### src/fmbq_pkg.sv
// Shared constants and types for the front/middle/back queue.
`default_nettype none
package fmbq_pkg;

	localparam int CAPACITY = 64;
	localparam int IDX_W    = $clog2(CAPACITY);
	localparam int CNT_W    = $clog2(CAPACITY + 1);
	localparam int VAL_W    = 32;
	localparam int CMD_W    = 3;
	localparam int ST_W     = 2;
	localparam int CA_W     = 7;
	localparam int S_DATA_W = 40;
	localparam int M_DATA_W = 48;

	localparam logic [CMD_W-1:0] CMD_PUSH_FRONT = 3'd0;
	localparam logic [CMD_W-1:0] CMD_PUSH_MID   = 3'd1;
	localparam logic [CMD_W-1:0] CMD_PUSH_BACK  = 3'd2;
	localparam logic [CMD_W-1:0] CMD_POP_FRONT  = 3'd3;
	localparam logic [CMD_W-1:0] CMD_POP_MID    = 3'd4;
	localparam logic [CMD_W-1:0] CMD_POP_BACK   = 3'd5;

	localparam logic [ST_W-1:0] ST_OK    = 2'd0;
	localparam logic [ST_W-1:0] ST_EMPTY = 2'd1;
	localparam logic [ST_W-1:0] ST_FULL  = 2'd2;

	localparam logic [VAL_W-1:0] EMPTY_VALUE = '1;

	// Per-cycle instruction broadcast to every cell of the chain.
	typedef struct packed {
		logic             ins;
		logic             rem;
		logic [IDX_W-1:0] pos;
	} cell_ctl_t;

endpackage
`default_nettype wire

### src/fmbq_cell.sv
// One storage cell of the queue chain: hold, shift from a neighbor, or load.
`default_nettype none
module fmbq_cell
	import fmbq_pkg::*;
(
	input  wire logic             clk,
	input  wire cell_ctl_t        ctl,
	input  wire logic [IDX_W-1:0] idx,
	input  wire logic [VAL_W-1:0] value,
	input  wire logic [VAL_W-1:0] left,
	input  wire logic [VAL_W-1:0] right,
	output logic      [VAL_W-1:0] entry_q,
	output logic      [VAL_W-1:0] sel_value
);

	logic at_pos;
	logic past_pos;

	assign at_pos   = (idx == ctl.pos);
	assign past_pos = (idx > ctl.pos);

	// Only the cell at the access position shows its entry on the read bus.
	assign sel_value = at_pos ? entry_q : '0;

	always_ff @(posedge clk) begin
		if (ctl.ins) begin
			if (past_pos) begin
				entry_q <= left;
			end else if (at_pos) begin
				entry_q <= value;
			end
		end else if (ctl.rem) begin
			if (at_pos || past_pos) begin
				entry_q <= right;
			end
		end
	end

endmodule
`default_nettype wire

### config.mk
export PLATFORM = sky130hd
export DESIGN_NAME = fmbq_cell
export DESIGN_NICKNAME = d
export VERILOG_FILES = /design/src/fmbq_pkg.sv /design/src/fmbq_cell.sv
export SDC_FILE = /design/constraint.sdc
export NUM_CORES = 1
export LEC_CHECK = 0
export BUFFER_PORTS_ARGS = -buffer_cell sky130_fd_sc_hd__buf_2
export CAP_MARGIN = 25
export CORE_UTILIZATION = 47
export CTS_CLUSTER_SIZE = 20
export DETAILED_ROUTE_END_ITERATION = 7
export HOLD_SLACK_MARGIN = 0.15
export PLACE_DENSITY = 0.95
export SETUP_SLACK_MARGIN = 0.3
export SKIP_CTS_REPAIR_TIMING = 1
export SLEW_MARGIN = 25
export SYNTH_ARGS = -nofsm -noshare
export SYNTH_HDL_FRONTEND = slang
export SYNTH_SLANG_ARGS = --single-unit
### constraint.sdc
create_clock -name clk -period 3.5 [get_ports clk]
set_clock_uncertainty 0.1 [all_clocks]
set_input_delay 0 -clock clk [delete_from_list [all_inputs] [get_ports clk]]
set_output_delay 0 -clock clk [all_outputs]
set_load 0.05 [all_outputs]
==> summary.md, run 1 <==
Setup slack on the critical path of the routed design comes to 0.400 ns. The run gives 0 as the aggregate global routing overflow. For this design the ratio of total power to cell area is 337 mW/mm2.

The deepest clock path buffer count is 2, and the total of flip-flops plus latches after synthesis is 32. The run finished with clean final reports. The startpoint identified for the worst hold timing path is left[29]. TritonCTS built the clock tree.

The run gives 0 as the number of routed nets with antenna violations. The area fraction of the dominant cell type after synthesis is 0.354. The minimum clock period is 3.10 ns, and the final estimated routing congestion in global placement is 0.825.

Largest voltage drop on the vdd net: 0.207 mV. Hold timing on the final database bottoms out at a slack of 0.117 ns. Setup total negative slack on the finished layout was measured at 0 ns. Summed over all instances, the cell type with the most area after synthesis is edfxtp_1.

After the last flow step, the layout net total stands at 659. The pre-antenna-repair detailed-routing pass consisted of 7 iterations. Number of warnings printed during yosys synthesis: 0.

The synthesized netlist occupies a cell area of 0.00272 mm2. Number of standard-cell rows in the floorplan: 27. Root buffer selected by CTS: clkbuf_8.

After synthesis, the mean cell area works out to 8.65 um2. The highest net fanout along the worst path was 54; the average detailed-routed wire length per instance was 15.9 um. The tools report the count of vias placed by the detailed router as 3512. Entering global routing, the biggest net connects 97 pins.

For the total I/O pin count, the log shows 175. Count of endpoints failing setup in the final report: 0. The critical path goes through buf_2 -> inv_1 -> ha_1 -> and4_4 -> and3_4 -> buf_4 -> a31oi_1 -> dlygate4sd3_1 -> o211ai_1 -> dlygate4sd3_1. The run gives 1.01 ns as the post-placement setup slack.

For the number of instances in the synthesized netlist, the log shows 314. The final core utilization was 0.794; the required time reported for the critical path endpoint was 3.54 ns. The die height is 78.0 um, and the data arrival at the endpoint of the critical path is 3.14 ns. By area the synthesized netlist is led by edfxtp_1, a311o_1, nand2_1, o211ai_1, nor2b_1. The register with the most flip-flops in the layout has 32 of them. The remaining design rule violation count was 0; the starting density of the core was 0.490.

Among all cell types in the netlist, the one instantiated most often is nand2_1. The actual transition at the worst max-transition pin came out at 0.843 ns. Across the run, the number of max-cap violations was 0. The sequential area share after synthesis was 0.354; the post-detailed-placement half-perimeter wirelength was 5320 um. Setup repair after global routing left no endpoint under its margin. The critical path starts at ctl[5]. The startpoint-to-endpoint class of the critical path was in -> reg. The logs give 20 for the distinct cell type count after synthesis and 0 for the total count of max-transition violations in the final report.

The relative max-transition margin came out at 0.438. The run gives 1.48 mW as the final total power. STA classifies the critical path endpoint as a flip-flop. The logs give 0 for the antenna cell count and 0.00554 mm2 for the core footprint. The longest individual stage delay on the worst path is 0.63 ns. The tree built by TritonCTS fans out to 32 sinks. The number of clock buffers added by TritonCTS is 5.

The synthesized net count is 431, and the fraction of layout cells with a size suffix above 1 is 0.350. The share of synthesized flip-flops with an asynchronous set or reset came out at 0. The logs give 323 MHz for the maximum clock rate and 1.93 nW for the static leakage. The first global-routing pass estimated 12000 um of wire. In this run the worst hold path is classified as in -> reg.

The largest registers in the layout are entry_q (32). Among all flip-flop cells after synthesis, the most frequent one is edfxtp_1. Sorting the synthesized cells by how often they occur yields nand2_1, nor2b_1.

The critical path's most frequent cell was dlygate4sd3_1. The tools report the number of hold-slack violations in the final timing report as 0. The total routing resource utilization after global routing is 0.244, and the total die area is 0.00609 mm2. The detailed router finished its first iteration with 240 violations. The synthesized design contains 32 enable-type register cells.

Input and output buffers added on the ports amount to 174. The number of antenna violations at the first check in global routing was 0; the horizontal die dimension was 78.0 um. After clock tree synthesis, the clock-pin slew on the worst setup and hold paths is 0.07 ns. The slowest library cell on the worst path was dlygate4sd3_1.

Counting flops per register, the top entry is entry_q. From synthesis to final layout, the design area changed by 62.0%. For the total detailed-routing wirelength, the log shows 9770 um.

CTS built an H-tree with a depth of 2. The part of the cycle the worst path needs is 0.886, and the ratio of routed vias to standard cells is 5.71. The via count of the first global-routing pass came out at 2638. The type of element launching the critical path is an input pin.
worst max-delay path, delay by kind of cell:
family                   cells  cell delay [ns]
buffers and inverters        5             1.81
AO/OA/AOI/OAI                2             0.25
AND/OR/NAND/NOR              2             0.71
adder cells (fa/ha/maj)      1             0.33
cells in the final DEF (no fill, tap or decap), drive strengths merged:
cell type	netlist	routed
a311o	32	32
clkinv	0	1
and2	32	32
and3	1	1
o22a	1	1
buf	12	181
nand3	2	2
o211ai	32	32
inv	6	6
a31oi	32	32
o21ai	1	1
a21o	1	1
a21oi	1	1
nand2	64	64
edfxtp	32	32
clkbuf	25	7
nor2b	33	33
ha	6	6
dlygate4sd3	0	77
and4	1	1
power breakdown:
part | internal, mW | switching, mW
registers | 0.507 | 0.0325
logic | 0.236 | 0.436
clock network | 0.138 | 0.134
total | 0.881 | 0.602
worst paths after layout:
path	endpoint	depth (start not counted)	slack (ns)
worst min-delay path	entry_q[29]	4	0.12
worst max-delay path	entry_q[14]	10	0.40
routing by layer:
metal,part of all wire,track usage
met1,0.35,0.289
met4,0.034,0.0593
met3,0.072,0.0337
met5,0,0
met2,0.54,0.463
final cells by class:
cell class | count | area, um2
sequential | 32 | 961
inverter | 6 | 22.5
tap | 72 | 90.1
multi-input combinational | 239 | 1550
fill | 360 | 1140
clock buffer | 7 | 76.3
clock inverter | 1 | 3.75
timing repair buffer | 258 | 1700
cells by family (layout without fill, tap and decap cells):
logic type	after synthesis	in the layout	share of synthesized area
buf+inv	43	272	0.0774
simple gates	133	133	0.250
flops	32	32	0.354
compound gates	100	100	0.291
fa+ha+maj	6	6	0.0276
metrics by stage:
stage	cells	area [um2]
final	615	4400
after global routing	615	4400
after CTS	538	3630
after detailed placement	530	3550
after global placement	530	3550
after floorplan	314	2720
Power figures use the tool's default switching activity.
==> run 2: changes to the inputs <==
Settings changed: ABC_AREA set to 1, CORE_UTILIZATION 47 to 45, PLACE_DENSITY 0.95 to 0.93, RECOVER_POWER set to 25.
==> run 2 against run 1 <==
Against the previous run:
- final cell count up 9.1%
- synthesized cell count up 19%
- sequential power about the same
- synthesized area down 7.5%
- cell area down 8.3%
- critical endpoint unchanged
- routed wire length down 9.4%
- sequential share of layout area up 2.0 points
==> summary.md, run 2 <==
The flow ran to the end, and the final reports show no timing, DRC or antenna violations. The tools report the final core utilization as 0.770. The cell sitting at the root of the clock tree is a clkbuf_8. The fraction of layout cells with a size suffix above 1 is 0.270. The library cells used most frequently in the layout, excluding fill and tap cells, are buf_2, inv_1, nand2_1.

The number of instances in the synthesized netlist is 373. In the final layout, flip-flops and latches occupy 961 um2. Across the run, the number of max-cap violations was 0. Ranked by instance count, the synthesized netlist is headed by inv_1, nand2_1, nand3_1. The area fraction of the dominant cell type after synthesis was 0.382. The worst hold-check path type was in -> reg.

The share of synthesized flip-flops with an asynchronous set or reset was 0; the remaining design rule violation count was 0. Part of the cycle the worst path needs: 0.738. The die covers 0.00589 mm2. The minimum clock period is 2.58 ns, and the final total power is 1.47 mW. The final layout contains 717 nets. The tools report the total I/O pin count as 175. The analysis attributes to cell leakage a power of 2.44 nW.

Measured along the y axis, the die boundary spans 76.7 um. The number of hold-slack violations in the final timing report came out at 0. From left edge to right edge, the die measures 76.7 um. The relative max-transition margin is 0.322. TritonCTS built the clock tree. The mean post-synth cell area is 6.74 um2, and the number of standard-cell rows in the floorplan is 26. The dominant register cell in the synthesized netlist is edfxtp_1. For the count of endpoints failing setup in the final report, the log shows 0. For the TritonCTS buffer count, the log shows 5.

STA classifies the critical path startpoint as an input pin. The cell area after synthesis was 0.00251 mm2. For the total instance count after detailed placement, the log shows 599.

The via count of the first global-routing pass was 2542; the post-detailed-placement half-perimeter wirelength was 5270 um. The total power per unit cell area is 365 mW/mm2. The finished layout holds 671 standard cells, fillers aside. For the final routed database, the setup TNS stands at 0 ns. For the data arrival at the endpoint of the critical path, the log shows 2.50 ns. First-pass iteration count of the detailed router: 7. Fill cells in the final layout number 369. The cell type contributing the most total cell area after synthesis was edfxtp_1. The nature of the critical path endpoint was a flip-flop. The destination of the worst hold path is entry_q[1]. The final estimated routing congestion in global placement came out at 0.901. Counting every net in the synthesized netlist gives 490. Synthesis instantiated 19 different standard cells from the library. The critical path in this run is classified as in -> reg.

The final route contains 3259 vias. The run gives 66 as the maximum number of pins on one net before global-route repair. Tracing the worst setup path back leads to its startpoint at ctl[5]. The Yosys step of the flow raised 0 warnings.

The number of flip-flops in the largest register is 32. The ratio of routed vias to standard cells is 4.86. The largest voltage drop on the vdd net was 0.208 mV; the deepest clock path buffer count was 2. Ranked by total cell area, the synthesized netlist is headed by edfxtp_1, inv_1, nand2_1, nand3_1, nor2_1. The layout overhead on the synthesized area came out at 60.4%. After the first detailed-routing iteration, the DRC count stood at 264. The run gives 0.382 as the sequential area share after synthesis. Summing all multi-input logic gate instances after layout gives 0.00101 mm2. The actual transition at the worst max-transition pin works out to 1.02 ns. The total detailed-routing wirelength was 8850 um; the total of flip-flops plus latches after synthesis was 32. Number of enable flip-flop cells after synthesis: 32. For the total routing resource utilization after global routing, the log shows 0.233. By instance count, the leading cell after synthesis is inv_1. For this run the aggregate overflow at the end of global routing stands at 0.

The run gives 0.480 as the starting density of the core. Along the worst hold path, the cell count comes to 3. Dividing the detail-routed wire length by the instance count gives 13.2 um.

Input and output buffers added on the ports amount to 174. The first global-routing pass estimated 11000 um of wire. The number of antenna violations at the first check in global routing came out at 0.

The H-tree was split into 2 levels. Data on the critical path is required at its endpoint by 3.42 ns. Antenna cell count: 0.

The worst hold path begins at ctl[6]. Leaving out fill and tap cells, the most frequent cell in the layout is buf_2. The post-route worst hold slack was 0.370 ns; the maximum clock rate was 387 MHz.

The largest register by flop count was entry_q. Core footprint: 0.00524 mm2. Setup repair after global routing left no endpoint under its margin. Of all nets on the critical path, the largest fanout is 33.

The clock net in this run drives a total of 32 sinks. For the total count of max-transition violations in the final report, the log shows 0. Once detail routing completed, the nets flagged for antenna violations numbered 0. Clock-pin slew was measured on the worst setup and hold paths at 0.07 ns.

The largest registers in the layout are entry_q (32).
## run 2: cell types whose count changed in the layout (fill, tap and decap cells not counted), sizes merged, moves of 33 or more
cell	delta
nand3	+64
inv	+102
nor2b	-33
nand2	+41
buf	-37
nor2	+33
## run 2: logic make-up (layout without fill, tap and decap cells)
| logic type | Yosys count | in the layout | synth area share |
|---|---|---|---|
| fa+ha+maj | 6 | 6 | 0.0299 |
| compound gates | 2 | 2 | 0.00398 |
| flops | 32 | 32 | 0.382 |
| buf+inv | 128 | 356 | 0.216 |
| simple gates | 205 | 205 | 0.368 |
## run 2: worst max path at each step
stage / slack (ns) / cells past startpoint / to
6_report: 0.92 / 10 / entry_q[14]
5_1_grt: 0.82 / 10 / entry_q[14]
4_1_cts: 1.58 / 9 / entry_q[31]
3_5_place_dp: 1.29 / 9 / entry_q[31]
3_3_place_gp: 1.36 / 10 / entry_q[31]
2_1_floorplan: 1.35 / 10 / entry_q[0]
## run 2: through the flow
step / instance area (um2) / setup WS, ns
after CTS: 3430 / 1.58
after floorplan: 2510 / 1.35
after global routing: 4030 / 0.822
final: 4030 / 0.918
after global placement: 3350 / 1.36
after detailed placement: 3350 / 1.29
## run 2: metal layers
layer,vias up,wire length [um],GRT usage
li1,1555,-,-
met1,1431,2970,0.251
met2,221,4750,0.432
met3,52,658,0.0500
met4,0,474,0.106
met5,-,0,0
## run 2: final cells by class
| class | instances | area share |
|---|---|---|
| repair buffers | 240 | 0.369 |
| multi-input cells | 213 | 0.250 |
| flip-flops and latches | 32 | 0.238 |
| inverters | 108 | 0.101 |
| well taps | 70 | 0.0217 |
| clock buffers | 5 | 0.0171 |
| clock inverters | 3 | 0.00341 |
## run 2: worst max-delay path: stages
cell,delay (ns)
buf_2,0.08
inv_1,0.03
ha_1,0.32
a21oi_1,0.30
nand3_4,0.39
nand2_4,0.45
nand2_1,0.13
nand3_1,0.13
nand2_1,0.08
dlygate4sd3_1,0.57
## run 2: report_power, final
part,leakage [nW],internal [mW],switching (mW)
Clock,0.0453,0.135,0.133
Sequential,0.301,0.505,0.0371
Combinational,2.09,0.209,0.453
Total,2.44,0.848,0.623
