===== config.mk =====
export PLATFORM = sky130hd
export DESIGN_NAME = fmbq_ctrl
export DESIGN_NICKNAME = d
export VERILOG_FILES = /design/src/fmbq_pkg.sv /design/src/fmbq_ctrl.sv
export SDC_FILE = /design/constraint.sdc
export NUM_CORES = 1
export LEC_CHECK = 0
export ABC_AREA = 1
export BUFFER_PORTS_ARGS = -buffer_cell sky130_fd_sc_hd__buf_2
export CAP_MARGIN = 5
export CORE_UTILIZATION = 25
export DETAILED_ROUTE_END_ITERATION = 12
export GPL_TIMING_DRIVEN = 0
export PLACE_DENSITY = 0.53
export SYNTH_ARGS = -nofsm -noshare
export SYNTH_HDL_FRONTEND = slang
export SYNTH_SLANG_ARGS = --single-unit

===== constraint.sdc =====
create_clock -name vclk -period 3.54
set_clock_uncertainty 0.1 [all_clocks]
set_input_delay 0.708 -clock vclk [all_inputs]
set_output_delay 0.708 -clock vclk [all_outputs]
set_load 0.01 [all_outputs]

===== src/fmbq_pkg.sv =====
// Shared constants and types for the front/middle/back queue.
`default_nettype none
package fmbq_pkg;

	localparam int CAPACITY = 64;
	localparam int IDX_W    = $clog2(CAPACITY);
	localparam int CNT_W    = $clog2(CAPACITY + 1);
	localparam int VAL_W    = 32;
	localparam int CMD_W    = 3;
	localparam int ST_W     = 2;
	localparam int CA_W     = 7;
	localparam int S_DATA_W = 40;
	localparam int M_DATA_W = 48;

	localparam logic [CMD_W-1:0] CMD_PUSH_FRONT = 3'd0;
	localparam logic [CMD_W-1:0] CMD_PUSH_MID   = 3'd1;
	localparam logic [CMD_W-1:0] CMD_PUSH_BACK  = 3'd2;
	localparam logic [CMD_W-1:0] CMD_POP_FRONT  = 3'd3;
	localparam logic [CMD_W-1:0] CMD_POP_MID    = 3'd4;
	localparam logic [CMD_W-1:0] CMD_POP_BACK   = 3'd5;

	localparam logic [ST_W-1:0] ST_OK    = 2'd0;
	localparam logic [ST_W-1:0] ST_EMPTY = 2'd1;
	localparam logic [ST_W-1:0] ST_FULL  = 2'd2;

	localparam logic [VAL_W-1:0] EMPTY_VALUE = '1;

	// Per-cycle instruction broadcast to every cell of the chain.
	typedef struct packed {
		logic             ins;
		logic             rem;
		logic [IDX_W-1:0] pos;
	} cell_ctl_t;

endpackage
`default_nettype wire


===== src/fmbq_ctrl.sv =====
// Command decode: access position, status and next count of the queue.
`default_nettype none
module fmbq_ctrl
	import fmbq_pkg::*;
(
	input  wire logic             accept,
	input  wire logic [CMD_W-1:0] command,
	input  wire logic [CNT_W-1:0] count,
	output cell_ctl_t             ctl,
	output logic                  is_pop,
	output logic      [ST_W-1:0]  status,
	output logic      [CNT_W-1:0] count_next
);

	logic             full;
	logic             empty;
	logic [CNT_W-1:0] half_up;
	logic [CNT_W-1:0] last;

	assign full    = (count == CNT_W'(CAPACITY));
	assign empty   = (count == '0);
	assign half_up = (count + CNT_W'(1)) >> 1;
	assign last    = count - CNT_W'(1);

	always_comb begin
		ctl        = '0;
		is_pop     = 1'b0;
		status     = ST_OK;
		count_next = count;
		case (command)
			CMD_PUSH_FRONT, CMD_PUSH_MID, CMD_PUSH_BACK: begin
				if (full) begin
					status = ST_FULL;
				end else begin
					ctl.ins    = accept;
					count_next = count + CNT_W'(1);
					if (command == CMD_PUSH_MID) begin
						ctl.pos = IDX_W'(count >> 1);
					end else if (command == CMD_PUSH_BACK) begin
						ctl.pos = IDX_W'(count);
					end
				end
			end
			CMD_POP_FRONT, CMD_POP_MID, CMD_POP_BACK: begin
				is_pop = 1'b1;
				if (empty) begin
					status = ST_EMPTY;
				end else begin
					ctl.rem    = accept;
					count_next = last;
					if (command == CMD_POP_MID) begin
						ctl.pos = IDX_W'(half_up - CNT_W'(1));
					end else if (command == CMD_POP_BACK) begin
						ctl.pos = IDX_W'(last);
					end
				end
			end
			default: begin
				// unused codes leave the queue untouched
			end
		endcase
	end

endmodule
`default_nettype wire


==> metrics.md, run 1 <==
| Metric | Value |
|---|---|
| Run status | completed |
| Avg Cell Area, Syn | 5.542 um2 |
| Yosys warning total | 0 |
| GRT met3 Usage | 0.002183 |
| Met2 Resource Use GR | 0.2472 |
| Final total negative setup slack | 0 ns |
| Routed length per placed instance | 11.54 um |
| Routability congestion estimate from global placement | 0.7966 |
| Minimum period implied by the final worst setup slack | 3.099 ns |
| Initial Utilization | 0.2661 |
| Nets | 192 |
| Maximum operating frequency | 322.7 MHz |
| Number of global-route vias before repair | 947 |
| Detail Route Antenna Nets | 0 |
| Die height | 59.48 um |
| DRC violation count after routing | 0 |
| Longest individual stage delay on the worst path | 0.37 ns |
| Number of buffers inserted by hold repair at cts | 0 |
| Half-perimeter wire length of the detailed placement result | 2048 um |
| Count of boundary I/O pins | 29 |
| Path class of the lowest-slack min-delay path | primary input to output port |
| Power per cell area | 131.9 nW/um2 |
| FF+latch count | 0 |
| Count of input and output buffers | 26 |
| Power consumption | 0.1334 mW |
| Total congestion overflow after global routing | 0 |
| First-pass GRT wire length | 4167 um |
| Pin count of the biggest net entering global routing | 9 |
| Post-place instance area | 1011 um2 |
| Final Max Slew Viols | 0 |
| Fin crit share | 0.8755 |
| Die outline width | 59.48 um |
| Static power due to leakage | 0.5267 nW |
| Setup Fix Bufs, Post-CTS | 0 |
| Initial antenna violation count | 0 |
| Number of gates given a new drive strength after cts | 0 |
| Core region area | 3103 um2 |
| Unrepaired setup endpoints after global routing | false |
| Area of all placed cells without fillers | 1011 um2 |
| Slew margin rel. | 0.7081 |
| Met1 routing resource usage after global routing | 0.2224 |
| Row count | 20 |
| Synth cell types | 29 |
| Sequential share of the synthesized area | 0 |
| CP cell instances | buf_2, buf_4, inv_1, ha_1, inv_1, ha_1, nand2_1, nor2_1, nor2_1, o21bai_1, nand2_1, buf_2 |
| Cell count after synthesis | 149 |
| Arrival time of the worst setup path | 2.29 ns |
| Aggregate global-route resource usage | 0.1509 |
| Number of hold violations in the final report | 0 |
| Critical path fanouts, max | 7 |
| CP Launch Type | primary input |
| Clock buffers | 0 |
| Synthesized netlist net count | 164 |
| Drt pass-1 iters | 4 |
| Highest ir drop seen on vdd | 50.87 uV |
| Critical-path cell with the highest stage delay | sky130_fd_sc_hd__ha_1 |
| Ratio of cells with drive above 1 in the final layout | 0.2971 |
| Synth-to-layout area growth | 22.42% |
| Die Area | 3537 um2 |
| Data required time at the worst endpoint | 2.73 ns |
| Area used by sequential logic in the layout | 0 um2 |
| Worst Setup End Kind | output port |
| Mapped cell area | 825.8 um2 |
| Share of the core filled with cells in the final layout | 0.3258 |
| Antenna fix cells | 0 |
| Layer with the highest usage after global routing | met2 |
| Worst slew pin tran | 0.4378 ns |
| Final setup fails | 0 |
| First-iteration detailed-routing DRC count | 42 |
| Setup CP Type | primary input to output port |
| Via count | 1026 |
| WL final | 2528 um |
| Routed via count divided by cell count | 4.685 |
| Max Cap Viol | 0 |
cell usage in the layout, fill, tap and decap left out, types with 5 or more instances in the layout:
master / instances
sky130_fd_sc_hd__o21ai_0: 8
sky130_fd_sc_hd__nor2_1: 12
sky130_fd_sc_hd__nor2_4: 5
sky130_fd_sc_hd__inv_1: 18
sky130_fd_sc_hd__nand3_1: 9
sky130_fd_sc_hd__inv_2: 5
sky130_fd_sc_hd__nand2_1: 47
sky130_fd_sc_hd__o221ai_1: 5
sky130_fd_sc_hd__buf_2: 27
per-stage QoR:
| stage | setup slack, ns | hold slack, ns | instances |
|---|---|---|---|
| floorplan | 0.8064 | 1.425 | 149 |
| global placement | 0.4376 | 1.633 | 219 |
| detailed placement | 0.4531 | 1.634 | 219 |
| CTS | 0.4501 | 1.637 | 219 |
| global route | 0.2715 | 1.658 | 219 |
| finish | 0.4407 | 1.632 | 219 |
cell type report:
cell class                      instances  area (um2)
Fill cell                             399        2092
Multi-Input combinational cell        122       704.4
Timing Repair Buffer                   26       130.1
Inverter                               23       86.33
Tap cell                               44       55.05
Buffer                                  4       35.03
cells in the mapped netlist:
master	n	area, um2
sky130_fd_sc_hd__nand4_2	1	12.51
sky130_fd_sc_hd__a21oi_1	1	5.000
sky130_fd_sc_hd__nor2_1	12	45.04
sky130_fd_sc_hd__nand2_4	2	22.52
sky130_fd_sc_hd__buf_4	1	7.510
sky130_fd_sc_hd__xor2_2	1	16.27
sky130_fd_sc_hd__a32o_1	2	20.02
sky130_fd_sc_hd__nand2_2	2	12.51
sky130_fd_sc_hd__nor3_2	1	10.01
sky130_fd_sc_hd__nand4_1	3	18.77
sky130_fd_sc_hd__o21ai_0	8	40.04
sky130_fd_sc_hd__o21bai_1	1	7.510
sky130_fd_sc_hd__nand3_1	9	45.04
sky130_fd_sc_hd__nor2_2	3	18.77
sky130_fd_sc_hd__nand3_2	1	10.01
sky130_fd_sc_hd__o22ai_1	4	25.02
sky130_fd_sc_hd__inv_1	18	67.56
sky130_fd_sc_hd__o32ai_1	1	8.760
sky130_fd_sc_hd__nor2_4	5	56.30
sky130_fd_sc_hd__a21oi_2	1	8.760
sky130_fd_sc_hd__xor2_1	3	26.28
sky130_fd_sc_hd__inv_2	5	18.77
sky130_fd_sc_hd__nor3_1	2	10.01
sky130_fd_sc_hd__ha_1	4	50.05
sky130_fd_sc_hd__o21ai_1	3	15.01
sky130_fd_sc_hd__o221ai_1	5	43.79
sky130_fd_sc_hd__buf_6	2	22.52
sky130_fd_sc_hd__nand2_1	47	176.4
sky130_fd_sc_hd__buf_2	1	5.000
path summary, 6_finish.rpt:
kind / from / end / slack [ns] / depth (start not counted)
worst max-delay path: count[0] / ctl[4] / 0.44 / 12
worst min-delay path: accept / ctl[6] / 1.63 / 4
where the power goes:
| part | switching, mW | leakage [nW] | total (mW) | internal, mW |
|---|---|---|---|---|
| clock network | 0 | 0 | 0 | 0 |
| registers | 0 | 0 | 0 | 0 |
| logic | 0.0845 | 0.527 | 0.133 | 0.0489 |
cell families after synthesis:
kind of cell	share of synthesized area
simple gates	0.5303
xor+xnor	0.05153
fa+ha+maj	0.06061
buf+inv	0.1470
compound gates	0.2106
per-layer routing:
metal | share of wire | vias up | routed length [um]
met5 | 0 | - | 0
met4 | 0.0055 | 0 | 14
met3 | 0.051 | 2 | 129
met2 | 0.44 | 34 | 1120
met1 | 0.50 | 441 | 1263
li1 | - | 549 | -
worst max-delay path: cells and delay by family:
kind	cells	cell delay, ns
AO/OA/AOI/OAI	1	0.13
buffers and inverters	5	0.57
AND/OR/NAND/NOR	4	0.35
adder cells (fa/ha/maj)	2	0.53
Power figures use the tool's default switching activity.
==> run 2: changes to the inputs <==
--- a/config.mk
+++ b/config.mk
@@ -8,10 +8,11 @@
 export ABC_AREA = 1
 export BUFFER_PORTS_ARGS = -buffer_cell sky130_fd_sc_hd__buf_2
 export CAP_MARGIN = 5
-export CORE_UTILIZATION = 25
+export CORE_MARGIN = 1.5
+export CORE_UTILIZATION = 30
 export DETAILED_ROUTE_END_ITERATION = 12
 export GPL_TIMING_DRIVEN = 0
-export PLACE_DENSITY = 0.53
+export PLACE_DENSITY = 0.6
 export SYNTH_ARGS = -nofsm -noshare
 export SYNTH_HDL_FRONTEND = slang
 export SYNTH_SLANG_ARGS = --single-unit
==> metrics.md, run 2 (same netlist as run 1, synthesis figures left out) <==
| Metric | Value |
|---|---|
| Nets | 192 |
| Core region area | 2545 um2 |
| Static power due to leakage | 0.5267 nW |
| Die height | 55.47 um |
| Routed via count divided by cell count | 5.200 |
| Number of buffers inserted by hold repair at cts | 0 |
| WL final | 2461 um |
| Aggregate global-route resource usage | 0.1559 |
| Minimum period implied by the final worst setup slack | 3.103 ns |
| Final setup fails | 0 |
| First-iteration detailed-routing DRC count | 49 |
| FF+latch count | 0 |
| Max Cap Viol | 0 |
| Power share of the combinational group | 1.000 |
| Data required time at the worst endpoint | 2.73 ns |
| First-pass GRT wire length | 4202 um |
| Combined area of the multi-input logic cells | 704.4 um2 |
| Highest ir drop seen on vdd | 53.54 uV |
| Die outline width | 55.47 um |
| Number of gates given a new drive strength after cts | 0 |
| Cell Count, Final, Fillers Out | 205 |
| Unrepaired setup endpoints after global routing | false |
| Number of filler cells placed in the layout | 302 |
| Pin count of the biggest net entering global routing | 9 |
| DRC violation count after routing | 0 |
| Setup Fix Bufs, Post-CTS | 0 |
| Clock buffers | 0 |
| Run status | completed |
| Internal Power | 0.04887 mW |
| Row count | 18 |
| Initial Utilization | 0.3245 |
| Count of input and output buffers | 26 |
| Most common cell after layout, fill and taps aside | sky130_fd_sc_hd__nand2_1 |
| Final Max Slew Viols | 0 |
| Total congestion overflow after global routing | 0 |
| Slew margin rel. | 0.7248 |
| Count of boundary I/O pins | 29 |
| Share of power burned in the clock network | 0 |
| Sequential share of power | 0 |
| Final total negative setup slack | 0 ns |
| Path class of the lowest-slack min-delay path | primary input to output port |
| Maximum operating frequency | 322.3 MHz |
| Leading cell types in the layout, fill and taps excluded | sky130_fd_sc_hd__nand2_1 (47), sky130_fd_sc_hd__buf_2 (27), sky130_fd_sc_hd__inv_1 (18), sky130_fd_sc_hd__nor2_1 (12), sky130_fd_sc_hd__nand3_1 (9) |
| Share of total power consumed by net switching | 0.6324 |
| Synth-to-layout area growth | 20.30% |
| Routed length per placed instance | 12.00 um |
| Number of global-route vias before repair | 933 |
| CP Launch Type | primary input |
| Number of hold violations in the final report | 0 |
| Worst Setup End Kind | output port |
| Power per cell area | 133.8 nW/um2 |
| Via count | 1066 |
| Ratio of cells with drive above 1 in the final layout | 0.2971 |
| Placed cell count | 205 |
| Fin crit share | 0.8766 |
| Critical path fanouts, max | 7 |
| P_sw | 0.08407 mW |
| Detail Route Antenna Nets | 0 |
| Antenna fix cells | 0 |
| Arrival time of the worst setup path | 2.30 ns |
| Die Area | 3076 um2 |
| Setup CP Type | primary input to output port |
| Initial antenna violation count | 0 |
| Drt pass-1 iters | 4 |
| Half-perimeter wire length of the detailed placement result | 2038 um |
| Routability congestion estimate from global placement | 0.8764 |
| Worst slew pin tran | 0.4127 ns |
| Area used by sequential logic in the layout | 0 um2 |
[run 2: layer usage]
layer  up-vias  global-route usage  routed length, um
li1        545                   -                  -
met1       483              0.2311               1211
met2        38              0.2636               1117
met3         0            0.007026                132
met4         0                   0                  0
met5         -                   0                  0
[run 2: stage by stage]
step                      total power, mW  instance area [um2]  hold WS, ns  worst slack [ns]    util
final                              0.1329                993.5        1.631            0.4369  0.3904
after CTS                          0.1334                993.5        1.634            0.4332  0.3904
after global routing               0.1485                993.5        1.664            0.2742  0.3904
after detailed placement           0.1326                993.5        1.631            0.4392  0.3904
after floorplan                   0.09007                825.8        1.425            0.8064       -
after global placement             0.1312                993.5        1.628            0.4844  0.3904
[run 2: worst max-delay path, stage by stage]
cell and delay (ns):
sky130_fd_sc_hd__buf_2 0.09, sky130_fd_sc_hd__buf_4 0.16, sky130_fd_sc_hd__inv_1 0.08, sky130_fd_sc_hd__ha_1 0.37, sky130_fd_sc_hd__inv_1 0.10, sky130_fd_sc_hd__ha_1 0.16
sky130_fd_sc_hd__nand2_1 0.08, sky130_fd_sc_hd__nor2_1 0.16, sky130_fd_sc_hd__nor2_1 0.06, sky130_fd_sc_hd__o21bai_1 0.13, sky130_fd_sc_hd__nand2_1 0.06, sky130_fd_sc_hd__buf_2 0.13
[run 2: final timing paths]
kind / slack [ns] / end / cells after the start / startpoint
setup / recovery: 0.44 / ctl[4] / 12 / count[0]
hold / removal: 1.63 / ctl[7] / 4 / accept
[run 2: final cells by class]
cell class	count	area share
tap	30	0.03778
timing repair buffer	26	0.1310
inverter	23	0.08690
multi-input combinational	122	0.7091
buffer	4	0.03526
[run 2: power by group through the flow]
stage          combinational [mW]  clock (mW)  sequential [mW]
6_report                    0.133           0                0
5_1_grt                     0.148           0                0
4_1_cts                     0.133           0                0
3_5_place_dp                0.133           0                0
3_3_place_gp                0.131           0                0
2_1_floorplan              0.0901           0                0
